[config.mk]
export PLATFORM = sky130hd
export DESIGN_NAME = framed_byte_link_receiver
export DESIGN_NICKNAME = d
export VERILOG_FILES = /design/src/hw/rtl/fblr_pkg.sv /design/src/hw/rtl/fblr_queue.sv /design/src/hw/rtl/fblr_front.sv /design/src/hw/rtl/fblr_engine.sv /design/src/hw/rtl/framed_byte_link_receiver.sv
export SDC_FILE = /design/constraint.sdc
export NUM_CORES = 1
export LEC_CHECK = 0
export ABC_AREA = 1
export CORE_AREA = 4 4 208 362
export DETAILED_ROUTE_END_ITERATION = 8
export DIE_AREA = 0 0 212 366
export DONT_BUFFER_PORTS = 1
export GPL_TIMING_DRIVEN = 0
export PLACE_DENSITY_LB_ADDON = 0.25
export SYNTH_ARGS = -nofsm -noshare
export SYNTH_HDL_FRONTEND = slang
export SYNTH_SLANG_ARGS = --single-unit
[constraint.sdc]
create_clock -name clk -period 12.08 [get_ports clk]
set_input_delay 2.416 -clock clk [delete_from_list [all_inputs] [get_ports clk]]
set_output_delay 2.416 -clock clk [all_outputs]
set_load 0.01 [all_outputs]
[src/hw/rtl/fblr_pkg.sv]
// Shared types, constants and the CRC step function of the framed byte link receiver.
`default_nettype none
package fblr_pkg;

  localparam int FRAME_BYTES = 24;
  localparam int CRC_SPAN    = 22;

  localparam logic [7:0]  SYNC_FIRST   = 8'hA5;
  localparam logic [7:0]  SYNC_SECOND  = 8'h5A;
  localparam logic [7:0]  LINK_VERSION = 8'h01;
  localparam logic [7:0]  LINK_TYPE    = 8'h01;
  localparam logic [7:0]  FLAG_NIBBLE  = 8'h0F;
  localparam logic [15:0] CRC_INIT     = 16'hFFFF;
  localparam logic [15:0] CRC_POLY     = 16'h1021;
  localparam logic [7:0]  CONF_MAX     = 8'd100;
  localparam logic [15:0] NONE_VALUE   = 16'h8000;

  localparam logic [1:0] REG_POSITION_LIMIT = 2'd0;
  localparam logic [1:0] REG_VELOCITY_LIMIT = 2'd1;
  localparam logic [1:0] REG_MEASURED_MASK  = 2'd2;
  localparam logic [1:0] REG_PREDICTED_MASK = 2'd3;

  typedef enum logic [2:0] {
    EV_ACCEPTED = 3'd0,
    EV_NEW_SESSION = 3'd1,
    EV_BOOT_CHANGED = 3'd2,
    EV_HEADER = 3'd3,
    EV_CRC = 3'd4,
    EV_SEMANTIC = 3'd5,
    EV_DUPLICATE = 3'd6,
    EV_BACKWARD = 3'd7
  } event_t;

  typedef enum logic [1:0] {
    ST_COLLECT,
    ST_CRC,
    ST_DECIDE,
    ST_SHIFT
  } eng_state_t;

  typedef struct packed {
    logic [7:0] data;
    logic       sync_first;
    logic       sync_second;
  } rx_item_t;

  typedef struct packed {
    logic [14:0] position_limit;
    logic [14:0] velocity_limit;
    logic [3:0]  measured_mask;
    logic [3:0]  predicted_mask;
  } cfg_t;

  typedef struct packed {
    event_t      event_code;
    logic [3:0]  frame_flags;
    logic [15:0] sequence_number;
    logic [31:0] capture_time;
    logic [15:0] position_value;
    logic [15:0] velocity_value;
    logic [6:0]  confidence_level;
    logic [7:0]  lost_count;
    logic [7:0]  processing_time;
    logic [15:0] boot_identifier;
    logic [14:0] skipped_sequences;
  } result_t;

  // One byte of CRC-16, MSB first, no reflection.
  function automatic logic [15:0] crc_byte(input logic [15:0] crc_in, input logic [7:0] data);
    logic [15:0] c;
    c = crc_in ^ {data, 8'h00};
    for (int b = 0; b < 8; b++) begin
      c = c[15] ? ({c[14:0], 1'b0} ^ CRC_POLY) : {c[14:0], 1'b0};
    end
    return c;
  endfunction

endpackage
`default_nettype wire

[src/hw/rtl/fblr_queue.sv]
// Small first-in first-out queue of fixed-width entries.
`default_nettype none
module fblr_queue #(
  parameter int WIDTH = 10,
  parameter int DEPTH = 4
) (
  input  wire logic             clk,
  input  wire logic             rst,
  input  wire logic             wr_en,
  input  wire logic [WIDTH-1:0] wr_data,
  output logic                  full,
  input  wire logic             rd_en,
  output logic [WIDTH-1:0]      rd_data,
  output logic                  empty
);
  localparam int PW = (DEPTH > 1) ? $clog2(DEPTH) : 1;
  localparam int CW = $clog2(DEPTH + 1);
  localparam logic [PW-1:0] LAST = PW'(DEPTH - 1);
  localparam logic [CW-1:0] CNT_FULL = CW'(DEPTH);

  logic [WIDTH-1:0] entries [DEPTH];
  logic [PW-1:0] wr_ptr, rd_ptr;
  logic [CW-1:0] count;
  logic do_wr, do_rd;

  assign full  = (count == CNT_FULL);
  assign empty = (count == '0);
  assign do_wr = wr_en && !full;
  assign do_rd = rd_en && !empty;
  assign rd_data = entries[rd_ptr];

  always_ff @(posedge clk) begin
    if (do_wr) begin
      entries[wr_ptr] <= wr_data;
    end
  end

  always_ff @(posedge clk) begin
    if (rst) begin
      wr_ptr <= '0;
      rd_ptr <= '0;
      count  <= '0;
    end else begin
      if (do_wr) begin
        wr_ptr <= (wr_ptr == LAST) ? '0 : wr_ptr + 1'b1;
      end
      if (do_rd) begin
        rd_ptr <= (rd_ptr == LAST) ? '0 : rd_ptr + 1'b1;
      end
      if (do_wr && !do_rd) begin
        count <= count + 1'b1;
      end else if (do_rd && !do_wr) begin
        count <= count - 1'b1;
      end
    end
  end

endmodule
`default_nettype wire

[src/hw/rtl/fblr_front.sv]
// Front end: takes received bytes and tags sync bytes for the frame engine.
`default_nettype none
module fblr_front
  import fblr_pkg::*;
(
  input  wire logic       push,
  input  wire logic [7:0] rx_byte,
  input  wire logic       q_full,
  output logic            full,
  output logic            q_wr,
  output rx_item_t        q_item
);
  assign full = q_full;
  assign q_wr = push && !q_full;

  always_comb begin
    q_item.data        = rx_byte;
    q_item.sync_first  = (rx_byte == SYNC_FIRST);
    q_item.sync_second = (rx_byte == SYNC_SECOND);
  end

endmodule
`default_nettype wire

[src/hw/rtl/fblr_engine.sv]
// Frame engine: stores frames, runs the CRC, checks payload and session, resynchronizes.
`default_nettype none
module fblr_engine
  import fblr_pkg::*;
(
  input  wire logic     clk,
  input  wire logic     rst,
  input  wire cfg_t     cfg,
  input  wire logic     q_empty,
  input  wire rx_item_t q_item,
  output logic          q_pop,
  output result_t       res,
  output logic          res_valid,
  input  wire logic     res_pop
);
  localparam logic [4:0] FILL_FULL = 5'(FRAME_BYTES);
  localparam logic [4:0] FILL_LAST = 5'(FRAME_BYTES - 1);
  localparam logic [4:0] CRC_LAST  = 5'(CRC_SPAN - 1);

  logic [7:0] store [FRAME_BYTES];
  eng_state_t state, state_next;
  logic [4:0] fill, fill_next;
  logic [4:0] idx, idx_next;
  logic [15:0] crc, crc_next;
  logic session_open, current_boot_we;
  logic [15:0] current_boot, previous_sequence;
  logic prev_seq_we;
  logic store_we, shift;
  logic res_load;
  result_t res_next;
  logic slot_free;

  logic header_ok, crc_ok, payload_ok, meas, pred;
  logic [7:0] flags;
  logic [15:0] seq, boot, delta, pos_raw, vel_raw;
  logic signed [16:0] pos, vel, pl, vl;
  logic [4:0] shift_left;

  assign slot_free = !res_valid || res_pop;
  assign flags   = store[5];
  assign seq     = {store[7], store[6]};
  assign boot    = {store[21], store[20]};
  assign pos_raw = {store[13], store[12]};
  assign vel_raw = {store[15], store[14]};
  assign pos = {pos_raw[15], pos_raw};
  assign vel = {vel_raw[15], vel_raw};
  assign pl  = {2'b00, cfg.position_limit};
  assign vl  = {2'b00, cfg.velocity_limit};
  assign delta = seq - previous_sequence;
  assign shift_left = fill - 1'b1;

  assign header_ok = (store[0] == SYNC_FIRST) && (store[1] == SYNC_SECOND) &&
                     (store[2] == LINK_VERSION) && (store[3] == LINK_TYPE) &&
                     (store[4] == 8'(FRAME_BYTES));
  assign crc_ok = ({store[23], store[22]} == crc);
  assign meas = |(flags[3:0] & cfg.measured_mask);
  assign pred = |(flags[3:0] & cfg.predicted_mask);

  always_comb begin
    payload_ok = 1'b1;
    if (((flags & ~FLAG_NIBBLE) != 8'h00) || (meas && pred) ||
        (store[16] > CONF_MAX) || (store[19] != 8'h00)) begin
      payload_ok = 1'b0;
    end else if (meas || pred) begin
      if ((pos_raw == NONE_VALUE) || (vel_raw == NONE_VALUE) || (pos < -pl) ||
          (pos > pl) || (vel < -vl) || (vel > vl)) begin
        payload_ok = 1'b0;
      end
    end else if ((pos_raw != NONE_VALUE) || (vel_raw != NONE_VALUE)) begin
      payload_ok = 1'b0;
    end
  end

  always_comb begin
    state_next      = state;
    fill_next       = fill;
    idx_next        = idx;
    crc_next        = crc;
    q_pop           = 1'b0;
    store_we        = 1'b0;
    shift           = 1'b0;
    res_load        = 1'b0;
    res_next        = '0;
    current_boot_we = 1'b0;
    prev_seq_we     = 1'b0;
    unique case (state)
      ST_COLLECT: begin
        if (!q_empty) begin
          q_pop = 1'b1;
          priority if (fill == 5'd0) begin
            if (q_item.sync_first) begin
              store_we  = 1'b1;
              fill_next = 5'd1;
            end
          end else if (fill == 5'd1) begin
            if (q_item.sync_second) begin
              store_we  = 1'b1;
              fill_next = 5'd2;
            end else if (!q_item.sync_first) begin
              fill_next = 5'd0;
            end
          end else begin
            store_we  = 1'b1;
            fill_next = fill + 1'b1;
            if (fill == FILL_LAST) begin
              state_next = ST_CRC;
              idx_next   = '0;
              crc_next   = CRC_INIT;
            end
          end
        end
      end
      ST_CRC: begin
        crc_next = crc_byte(crc, store[idx]);
        idx_next = idx + 1'b1;
        if (idx == CRC_LAST) begin
          state_next = ST_DECIDE;
        end
      end
      ST_DECIDE: begin
        if (slot_free) begin
          res_load = 1'b1;
          if (!header_ok || !crc_ok) begin
            res_next.event_code = header_ok ? EV_CRC : EV_HEADER;
            fill_next  = FILL_FULL;
            state_next = ST_SHIFT;
          end else begin
            fill_next  = '0;
            state_next = ST_COLLECT;
            res_next.frame_flags      = flags[3:0];
            res_next.sequence_number  = seq;
            res_next.capture_time     = {store[11], store[10], store[9], store[8]};
            res_next.position_value   = pos_raw;
            res_next.velocity_value   = vel_raw;
            res_next.confidence_level = store[16][6:0];
            res_next.lost_count       = store[17];
            res_next.processing_time  = store[18];
            res_next.boot_identifier  = boot;
            if (!payload_ok) begin
              res_next.event_code = EV_SEMANTIC;
            end else if (!session_open || (boot != current_boot)) begin
              res_next.event_code = session_open ? EV_BOOT_CHANGED : EV_NEW_SESSION;
              current_boot_we = 1'b1;
              prev_seq_we     = 1'b1;
            end else if (delta == 16'h0000) begin
              res_next.event_code = EV_DUPLICATE;
            end else if (delta[15]) begin
              res_next.event_code = EV_BACKWARD;
            end else begin
              res_next.event_code        = EV_ACCEPTED;
              res_next.skipped_sequences = 15'(delta - 16'd1);
              prev_seq_we = 1'b1;
            end
          end
        end
      end
      ST_SHIFT: begin
        // Drop the oldest byte; stop on a sync pair or on a single trailing byte.
        shift     = 1'b1;
        fill_next = shift_left;
        if (shift_left == 5'd1) begin
          fill_next  = (store[1] == SYNC_FIRST) ? 5'd1 : 5'd0;
          state_next = ST_COLLECT;
        end else if ((store[1] == SYNC_FIRST) && (store[2] == SYNC_SECOND)) begin
          state_next = ST_COLLECT;
        end
      end
      default: state_next = ST_COLLECT;
    endcase
  end

  always_ff @(posedge clk) begin
    if (shift) begin
      for (int i = 0; i < FRAME_BYTES - 1; i++) begin
        store[i] <= store[i + 1];
      end
    end else if (store_we) begin
      store[fill] <= q_item.data;
    end
  end

  always_ff @(posedge clk) begin
    idx <= idx_next;
    crc <= crc_next;
    if (res_load) begin
      res <= res_next;
    end
  end

  always_ff @(posedge clk) begin
    if (rst) begin
      state             <= ST_COLLECT;
      fill              <= '0;
      session_open      <= 1'b0;
      current_boot      <= '0;
      previous_sequence <= '0;
      res_valid         <= 1'b0;
    end else begin
      state <= state_next;
      fill  <= fill_next;
      if (current_boot_we) begin
        session_open <= 1'b1;
        current_boot <= boot;
      end
      if (prev_seq_we) begin
        previous_sequence <= seq;
      end
      if (res_load) begin
        res_valid <= 1'b1;
      end else if (res_pop) begin
        res_valid <= 1'b0;
      end
    end
  end

`ifndef SYNTHESIS
  a_fill_range: assert property (@(posedge clk) disable iff (rst)
    fill <= FILL_FULL) else $error("fill count beyond frame size");
  a_collect_not_full: assert property (@(posedge clk) disable iff (rst)
    (state == ST_COLLECT) |-> (fill != FILL_FULL)) else $error("full frame left in collect");
  a_crc_index: assert property (@(posedge clk) disable iff (rst)
    (state == ST_CRC) |-> (idx <= CRC_LAST)) else $error("crc index out of span");
  a_decide_result: assert property (@(posedge clk) disable iff (rst)
    (state == ST_DECIDE) && slot_free |=> res_valid) else $error("frame gave no result");
`endif

endmodule
`default_nettype wire

[src/hw/rtl/framed_byte_link_receiver.sv]
// Top level of the framed byte link receiver: configuration registers and block wiring.
`default_nettype none
// Received bytes are taken one per cycle, while the queue is not full, into a byte queue of
// QUEUE_DEPTH entries and consumed by the frame engine at one byte per cycle while it
// collects. A completed 24-byte frame goes through a byte-wise CRC over its first 22 bytes,
// a decision on the result and, after a header or CRC failure, one-byte resync shifts.
// Each completed frame yields one result, held in an output register until popped; the
// engine collects the next frame while a result waits but decides it only once that is popped.
module framed_byte_link_receiver
  import fblr_pkg::*;
#(
  parameter int QUEUE_DEPTH = 4
) (
  input  wire logic        clk,
  input  wire logic        rst,
  input  wire logic        push,
  output logic             full,
  input  wire logic [7:0]  rx_byte,
  output logic             empty,
  input  wire logic        pop,
  output logic [2:0]       event_code,
  output logic [3:0]       frame_flags,
  output logic [15:0]      sequence_number,
  output logic [31:0]      capture_time,
  output logic signed [15:0] position_value,
  output logic signed [15:0] velocity_value,
  output logic [6:0]       confidence_level,
  output logic [7:0]       lost_count,
  output logic [7:0]       processing_time,
  output logic [15:0]      boot_identifier,
  output logic [14:0]      skipped_sequences,
  input  wire logic        cfg_we,
  input  wire logic [1:0]  cfg_index,
  input  wire logic [14:0] cfg_data
);
  cfg_t cfg;
  rx_item_t q_item, q_head;
  logic q_wr, q_full, q_empty, q_pop;
  result_t res;
  logic res_valid;

  always_ff @(posedge clk) begin
    if (rst) begin
      cfg.position_limit <= 15'd1300;
      cfg.velocity_limit <= 15'd5000;
      cfg.measured_mask  <= 4'd1;
      cfg.predicted_mask <= 4'd2;
    end else if (cfg_we) begin
      unique case (cfg_index)
        REG_POSITION_LIMIT: cfg.position_limit <= cfg_data;
        REG_VELOCITY_LIMIT: cfg.velocity_limit <= cfg_data;
        REG_MEASURED_MASK:  cfg.measured_mask  <= cfg_data[3:0];
        REG_PREDICTED_MASK: cfg.predicted_mask <= cfg_data[3:0];
        default: ;
      endcase
    end
  end

  fblr_front u_front (
    .push    (push),
    .rx_byte (rx_byte),
    .q_full  (q_full),
    .full    (full),
    .q_wr    (q_wr),
    .q_item  (q_item)
  );

  fblr_queue #(
    .WIDTH ($bits(rx_item_t)),
    .DEPTH (QUEUE_DEPTH)
  ) u_queue (
    .clk     (clk),
    .rst     (rst),
    .wr_en   (q_wr),
    .wr_data (q_item),
    .full    (q_full),
    .rd_en   (q_pop),
    .rd_data (q_head),
    .empty   (q_empty)
  );

  fblr_engine u_engine (
    .clk       (clk),
    .rst       (rst),
    .cfg       (cfg),
    .q_empty   (q_empty),
    .q_item    (q_head),
    .q_pop     (q_pop),
    .res       (res),
    .res_valid (res_valid),
    .res_pop   (pop)
  );

  assign empty             = !res_valid;
  assign event_code        = res.event_code;
  assign frame_flags       = res.frame_flags;
  assign sequence_number   = res.sequence_number;
  assign capture_time      = res.capture_time;
  assign position_value    = res.position_value;
  assign velocity_value    = res.velocity_value;
  assign confidence_level  = res.confidence_level;
  assign lost_count        = res.lost_count;
  assign processing_time   = res.processing_time;
  assign boot_identifier   = res.boot_identifier;
  assign skipped_sequences = res.skipped_sequences;

endmodule
`default_nettype wire

==> impl_metrics.py, run 1 <==
metrics = {
    "logic_synthesis": {
        "synth.area.top_cells": "edfxtp_1 48%, nand2_1 7.6%, o21ai_0 6.8%, dfxtp_1 6.5%, inv_1 5.4%",
        "synth_ff_type": "edfxtp_1",
        "synth_edf_count": 458,
        "yosysTopAreaCell": "edfxtp_1",
        "netlist.area_leader.share": 0.4790,
        "ys_warn_count": 0,
        "synth_area_um2": 28710,
        "synthDistinctLibCells": 60,
        "async_reset_ff_frac": 0,
        "synthCells": 3194,
        "synth_area_per_cell_um2": 8.990,
        "syn-num-nets": 3320,
        "ys_ff_latch": 551,
        "ys_seq_area_frac": 0.5438,
    },
    "timing": {
        "fin_crit_ps": 5253,
        "finalSetupViolations": 0,
        "tightest_slew_ps": 1537,
        "fin_worst_skew_ps": 41.87,
        "slew_viol_final": 19,
        "fmax_mhz": 190.4,
        "slew_headroom": -0.02446,
        "hold_viol": 0,
        "holdWs_ps": 479.4,
        "rsz0062_at_grt": "false",
        "finalCritPeriodShare": 0.4349,
    },
    "placement": {
        "place_hpwl_um": 84180,
        "placed_cell_area_um2": 29990,
        "dp_cells": 4130,
        "port-buffer-count": 0,
        "gp_routability_congestion": 1.029,
    },
    "run": {
        "max_cap_violations": 1,
    },
    "power_and_ir_drop": {
        "p_switching_uw": 1662,
        "vdd_drop_max_mv": 0.1296,
        "p_leak_uw": 0.01234,
        "seqPwrFrac": 0.453,
        "p_sw_frac": 0.3335,
        "p_per_area_nw_per_um2": 157.1,
        "pwr-share-clk": 0.342,
        "pwr-share-comb": 0.204,
        "internal_power_uw": 3321,
    },
    "die": {
        "die_area_um2": 77590,
        "rows": 131,
        "ioPinCount": 173,
        "die_h_um": 366,
        "chipWidth_um": 212,
        "start_util": 0.3954,
        "core_area_um2": 72610,
    },
    "setup_path": {
        "max_stage_delay_ps": 770,
        "arrival_ps": 5550,
        "rrSetupSlack_ps": 6920,
        "cp-startpoint": "pop",
        "critPathCaptureType": "flop",
        "critPathSlowestCell": "clkbuf_1",
        "required_ps": 12380,
        "criticalPathCategory": "in2reg",
        "crit_path_end": "u_engine.res[113]",
        "r2r_end": "u_engine.current_boot[4]",
        "cp_cell_sequence": "nor2_1 -> nor2_4 -> nand4_1 -> clkbuf_1 -> clkbuf_1 -> nor2_1",
        "path_max_fanout": 23,
        "reg2reg_from": "cfg[24]",
        "reg2regPathDepth": 25,
        "cp-start-kind": "input port",
    },
    "route": {
        "vias_per_cell": 5.621,
        "ant_nets": 0,
        "wl_per_cell_um": 26.13,
        "vias": 23783,
        "dr.pass1.iters": 6,
        "drc": 0,
        "finalWirelength_um": 110500,
        "drt_iter0_drc": 2509,
    },
    "grt": {
        "first_global_vias": 23450,
        "grt_first_pass_wirelength_um": 157200,
        "use_met2": 0.4919,
        "use_met3": 0.05457,
        "grt_max_degree": 36,
        "met1_usage": 0.2789,
        "grt_usage": 0.2783,
        "grt-busiest-layer": "met2",
        "gr-total-overflow": 0,
        "antenna_found_initial": 1,
    },
    "cells_and_area": {
        "finalInstanceArea_um2": 31720,
        "drive_gt1_frac": 0.06333,
        "final_common_cell": "nand2_1",
        "antenna_cells": 0,
        "final_cell_count_no_fill": 4231,
        "area_delta_synth_final_pct": 10.45,
        "fillers": 7137,
        "fin_nets": 3381,
        "layout_common_cells": "585 x nand2_1, 458 x edfxtp_1, 410 x inv_1, 391 x o21ai_0, 359 x nor2_1",
    },
    "hold_path": {
        "worstHoldPathType": "reg2reg",
        "holdCritStartpoint": "cfg[1]",
    },
    "clock_network": {
        "cts_buffers": 54,
        "cts_htree_levels": 2,
        "cts_resized": 0,
        "worstSkewPairLatency_ps": 650,
        "clock_sinks": 551,
        "cts_buffer_depth": 3,
        "cts-root-buf": "clkbuf_16",
        "postCtsHoldBufs": 0,
        "cts_tree": "built",
        "post_cts_buffers": 0,
        "clkTransAtPathRegs_ps": 60,
    },
    "status": {
        "status": "complete, but fails checks",
        "violations": "max-capacitance violations, max-slew violations",
    },
}
[flip-flops by register name, summed over array words and instances, names as in the netlist, 3 cells and up, named ones only]
name and flops:
u_queue.entries 40, u_engine.current_boot 16, u_engine.fill 5, cfg 38, u_engine.crc 16, u_engine.previous_sequence 16
u_queue.count 3, u_engine.idx 5, u_engine.res 141, u_engine.store 256
[Yosys cell counts (5+ instances only)]
cell type and count:
nor3_1 30, inv_2 10, a21o_1 5, buf_6 7, o21ai_0 391, nor2_2 12
buf_2 42, nand3b_1 6, xnor2_1 20, nor2_1 360, buf_4 9, nor2_4 9
inv_1 410, and2_1 7, dfxtp_1 93, nor3b_2 5, ha_1 94, nand4_1 59
o211ai_1 22, o221ai_1 17, edfxtp_1 458, o21ai_1 41, nand3_1 124, nor4_1 12
a32oi_1 8, a21oi_1 165, clkbuf_1 75, xor2_1 49, buf_1 5, nand2_1 585
o22ai_1 10, nor3_2 6
[area by class of cell]
type	instances	area, um2	area share
plain buffers	139	663.1	0.02091
clock buffers	79	1569	0.04947
clock inverters	22	160.2	0.005050
inverters	422	1584	0.04994
multi-input cells	2082	10860	0.3424
flip-flops and latches	551	15620	0.4923
well taps	931	1165	0.03673
repair buffers	5	98.84	0.003117
[metrics by stage]
step | worst slack, ps | util | TNS (ps) | total power, uW
global route | 6575 | 0.4368 | 0 | 5121
floorplan | 1462 | - | 0 | 2819
detailed placement | 6137 | 0.4130 | 0 | 3276
CTS | 6768 | 0.4368 | 0 | 4958
finish | 6827 | 0.4368 | 0 | 4983
global placement | -4127 | 0.4115 | -483510 | 3268
[power groups by stage]
stage	combinational, uW	clock [uW]	sequential, uW
after floorplan	545	0	2270
after global placement	966	0	2300
after detailed placement	978	0	2300
after CTS	981	1720	2260
after global routing	1070	1790	2260
final	1020	1710	2260
[routing by layer]
metal	up-vias	wire, um
met3	448	7632
met1	11255	35830
met2	1155	55670
met5	-	0
met4	0	11410
li1	10925	-
[logic make-up after synthesis]
logic type | synth area share
buffers and inverters | 0.07822
and+or+nand+nor | 0.1856
xor gates and xnor gates | 0.02314
AOI/OAI and AO/OA | 0.1269
DFF | 0.5438
adders and majority gates | 0.04235
[critical path: cells and delay by family]
family	cells	cell delay [ps]
and+or+nand+nor	4	1610
buffers and inverters	2	1510
[worst min-delay path by stage]
stage / end / depth (start not counted)
global route: cfg[5] / 2
finish: cfg[1] / 2
detailed placement: cfg[1] / 2
CTS: cfg[5] / 2
global placement: cfg[1] / 2
floorplan: cfg[0] / 2
Note: power is estimated with default switching activity, not from simulation.
==> run 2, diff against run 1 <==
ABC_AREA = 0   (was 1)
CORE_AREA = 4 4 204 355   (was 4 4 208 362)
DIE_AREA = 0 0 208 359   (was 0 0 212 366)
clock period = 4.87 ns   (was 12.08 ns; I/O delays follow)
==> run 2 against run 1 <==
The run now ends clean. Hold slack worse by 29 ps. First-iteration DRC count is 38% lower. Cell area fell by 3.5%. Combinational power increased by 71%. Routed wire length is 19% lower. Clock power is 150% higher. Sequential share of layout area rose by 1.8 points. Global-route usage decreased by 4.4 points. Largest power group unchanged.
==> impl_metrics.py, run 2 <==
metrics = {
    "route": {
        "finalWirelength_um": 89740,
        "met2WireLength_um": 46080,
        "wl_per_cell_um": 27.28,
        "dr.pass1.iters": 6,
        "topRoutingLayerUsed": "met4",
        "wl_met3_um": 5973,
        "vias": 19110,
        "drt_iter0_drc": 1550,
        "drc": 0,
        "ant_nets": 0,
        "vias_per_cell": 5.809,
        "met1_length_um": 30530,
    },
    "logic_synthesis": {
        "synthCells": 2276,
        "async_reset_ff_frac": 0,
        "yosysTopAreaCell": "edfxtp_1",
        "syn-num-nets": 2402,
        "netlist.area_leader.share": 0.4993,
        "ys_ff_latch": 551,
        "synthDistinctLibCells": 85,
        "synth_area_um2": 27550,
        "synth.area.top_cells": "edfxtp_1 50%, dfxtp_1 6.8%, mux4_2 6.7%, ha_1 4.3%, nand2_1 4.1%",
        "ys_warn_count": 0,
        "synth_ff_type": "edfxtp_1",
        "synth_area_per_cell_um2": 12.10,
        "synth_common_cells": "458 x edfxtp_1, 301 x nand2_1, 190 x o21ai_0, 127 x and2_1, 110 x nor2_1",
        "ys_seq_area_frac": 0.5668,
        "yosysMostFrequentCell": "edfxtp_1",
        "synth_edf_count": 458,
    },
    "setup_path": {
        "critPathMostFrequentCell": "a21o_1",
        "criticalPathCategory": "reg2reg",
        "required_ps": 5240,
        "cp_cell_sequence": "inv_1 -> nand4_1 -> or4_1 -> nor2_1 -> nand2_1 -> nor3_1 -> xnor2_1 -> ha_1 -> a21o_1 -> a21o_1 -> a21o_1 -> a2111oi_2 -> a22o_1 -> nor4_4 -> o21ai_2 -> or3_1 -> buf_2 -> buf_6 -> nor2_2",
        "critPathSlowestCell": "or4_1",
        "max_stage_delay_ps": 460,
        "cp-start-kind": "flop",
        "r2r_end": "u_engine.res[13]",
        "reg2reg_from": "cfg[25]",
        "rrSetupSlack_ps": 330,
        "critPathCaptureType": "flop",
        "arrival_ps": 4910,
        "reg2regPathDepth": 19,
        "path_max_fanout": 10,
    },
    "power_and_ir_drop": {
        "p_per_area_nw_per_um2": 373.5,
        "p_leak_uw": 0.01083,
        "p_total_uw": 11430,
        "vdd_drop_max_mv": 0.3121,
    },
    "timing": {
        "fin_setup_tns_ps": 0,
        "hold_viol": 0,
        "slew_headroom": 0.1014,
        "fmax_mhz": 220.5,
        "fin_worst_skew_ps": 26.27,
        "tightest_slew_ps": 1338,
        "slew_viol_final": 0,
        "finalSetupViolations": 0,
        "fin_ws_ps": 334.7,
        "fin_crit_ps": 4535,
        "rsz0062_at_grt": "false",
        "finalCritPeriodShare": 0.9313,
    },
    "grt": {
        "grt_usage": 0.2341,
        "grt_first_pass_wirelength_um": 130600,
        "first_global_vias": 19707,
        "gr-total-overflow": 0,
        "grt_max_degree": 37,
        "antenna_found_initial": 0,
    },
    "clock_network": {
        "cts_buffer_depth": 3,
        "post_cts_buffers": 0,
        "cts_buffers": 53,
        "cts-root-buf": "clkbuf_16",
        "cts_tree": "built",
        "worstSkewPairLatency_ps": 630,
        "clkTransAtPathRegs_ps": 70,
        "clock_sinks": 551,
        "cts_htree_levels": 2,
    },
    "die": {
        "start_util": 0.3963,
        "rows": 128,
        "chipWidth_um": 208,
        "core_area_um2": 69510,
        "ioPinCount": 173,
        "die_area_um2": 74670,
        "die_h_um": 359,
    },
    "cells_and_area": {
        "fin_util": 0.4404,
        "area_delta_synth_final_pct": 11.13,
        "largest_register_ffs": 256,
        "largestRegisters": "u_engine.store x256, u_engine.res x141, u_queue.entries x40",
        "layout_common_cells": "458 x edfxtp_1, 301 x nand2_1, 190 x o21ai_0, 127 x and2_1, 109 x nor2_1",
        "drive_gt1_frac": 0.1143,
        "top_register": "u_engine.store",
        "fin_nets": 2460,
        "final_common_cell": "edfxtp_1",
    },
    "run": {
        "max_cap_violations": 0,
    },
    "placement": {
        "gp_routability_congestion": 0.9627,
        "place_hpwl_um": 68250,
        "port-buffer-count": 0,
        "post-place-ws_ps": -399.7,
    },
    "hold_path": {
        "worstHoldPathType": "in2reg",
        "holdCritStartpoint": "rx_byte[3]",
        "hold_depth": 0,
        "min_to": "u_queue.entries[1][5]",
    },
    "status": {
        "status": "completed",
    },
}
[run 2: cell types whose count changed in the layout (fill, tap and decap cells not counted), moves of 45 or more]
| cell | change |
|---|---|
| and2_1 | +120 |
| nand4_1 | -45 |
| nand2b_1 | +45 |
| o21ai_0 | -201 |
| mux4_2 | +82 |
| inv_1 | -326 |
| mux2i_1 | +56 |
| nand3_1 | -88 |
| nand2_1 | -284 |
| nor2_1 | -250 |
| a21oi_1 | -102 |
[run 2: repair_timing]
| item | CTS | global route |
|---|---|---|
| cloned | 0 | 0 |
| pin swaps | 0 | 2 |
| gates resized for setup | 4 | 9 |
| hold buffers | 0 | 0 |
| setup endpoints to repair | 48 | 37 |
[run 2: worst max path at each step]
stage | start | slack (ps) | depth (start not counted) | endpoint
finish | cfg[25] | 330 | 19 | u_engine.res[13]
global route | cfg[25] | 90 | 19 | u_engine.res[13]
CTS | cfg[25] | 30 | 19 | u_engine.current_boot[14]
detailed placement | cfg[10] | -400 | 16 | u_engine.res[14]
global placement | cfg[10] | -370 | 16 | u_engine.res[14]
floorplan | cfg[26] | 810 | 19 | u_engine.current_boot[10]
[run 2: layout make-up]
| cell class | instances | area, um2 |
|---|---|---|
| Fill cell | 6362 | 38890 |
| Sequential cell | 551 | 15620 |
| Multi-Input combinational cell | 1526 | 11190 |
| Clock buffer | 72 | 1543 |
| Tap cell | 910 | 1139 |
| Buffer | 114 | 484.2 |
| Inverter | 84 | 315.3 |
| Clock inverter | 28 | 234.0 |
| Timing Repair Buffer | 4 | 87.58 |
| Antenna cell | 1 | 2.502 |
[run 2: kinds of logic after synthesis]
| logic type | synth area share |
|---|---|
| adders and majority gates | 0.04415 |
| muxes | 0.1001 |
| and+or+nand+nor | 0.1408 |
| DFF | 0.5668 |
| AOI/OAI and AO/OA | 0.08580 |
| xor gates and xnor gates | 0.03338 |
| buffers and inverters | 0.02898 |
[run 2: where the power goes]
| group | total (uW) | switching, uW | internal [uW] |
|---|---|---|---|
| Clock | 4240 | 1890 | 2340 |
| Sequential | 5460 | 118 | 5340 |
| Combinational | 1740 | 1400 | 344 |
| Total | 11400 | 3410 | 8030 |
[run 2: metrics by stage]
stage          hold slack, ps  cells  cell area (um2)
2_1_floorplan           435.5   2276            27560
3_3_place_gp            444.9   3186            28690
3_5_place_dp            456.1   3190            28790
4_1_cts                 420.5   3290            30580
5_1_grt                 425.3   3289            30610
6_report                450.7   3290            30610
[run 2: layer usage]
metal	vias to the layer above	GRT usage
met5	-	0
met4	0	0.1554
li1	8455	-
met3	315	0.04452
met1	9407	0.2452
met2	933	0.4231
[run 2: worst max-delay path, delay by kind of cell, from the launching register on]
| kind | cells | cell delay [ps] |
|---|---|---|
| DFF | 1 | 330 |
| xor gates and xnor gates | 1 | 170 |
| adders and majority gates | 1 | 270 |
| AOI/OAI and AO/OA | 6 | 1510 |
| and+or+nand+nor | 8 | 1470 |
| buffers and inverters | 3 | 530 |
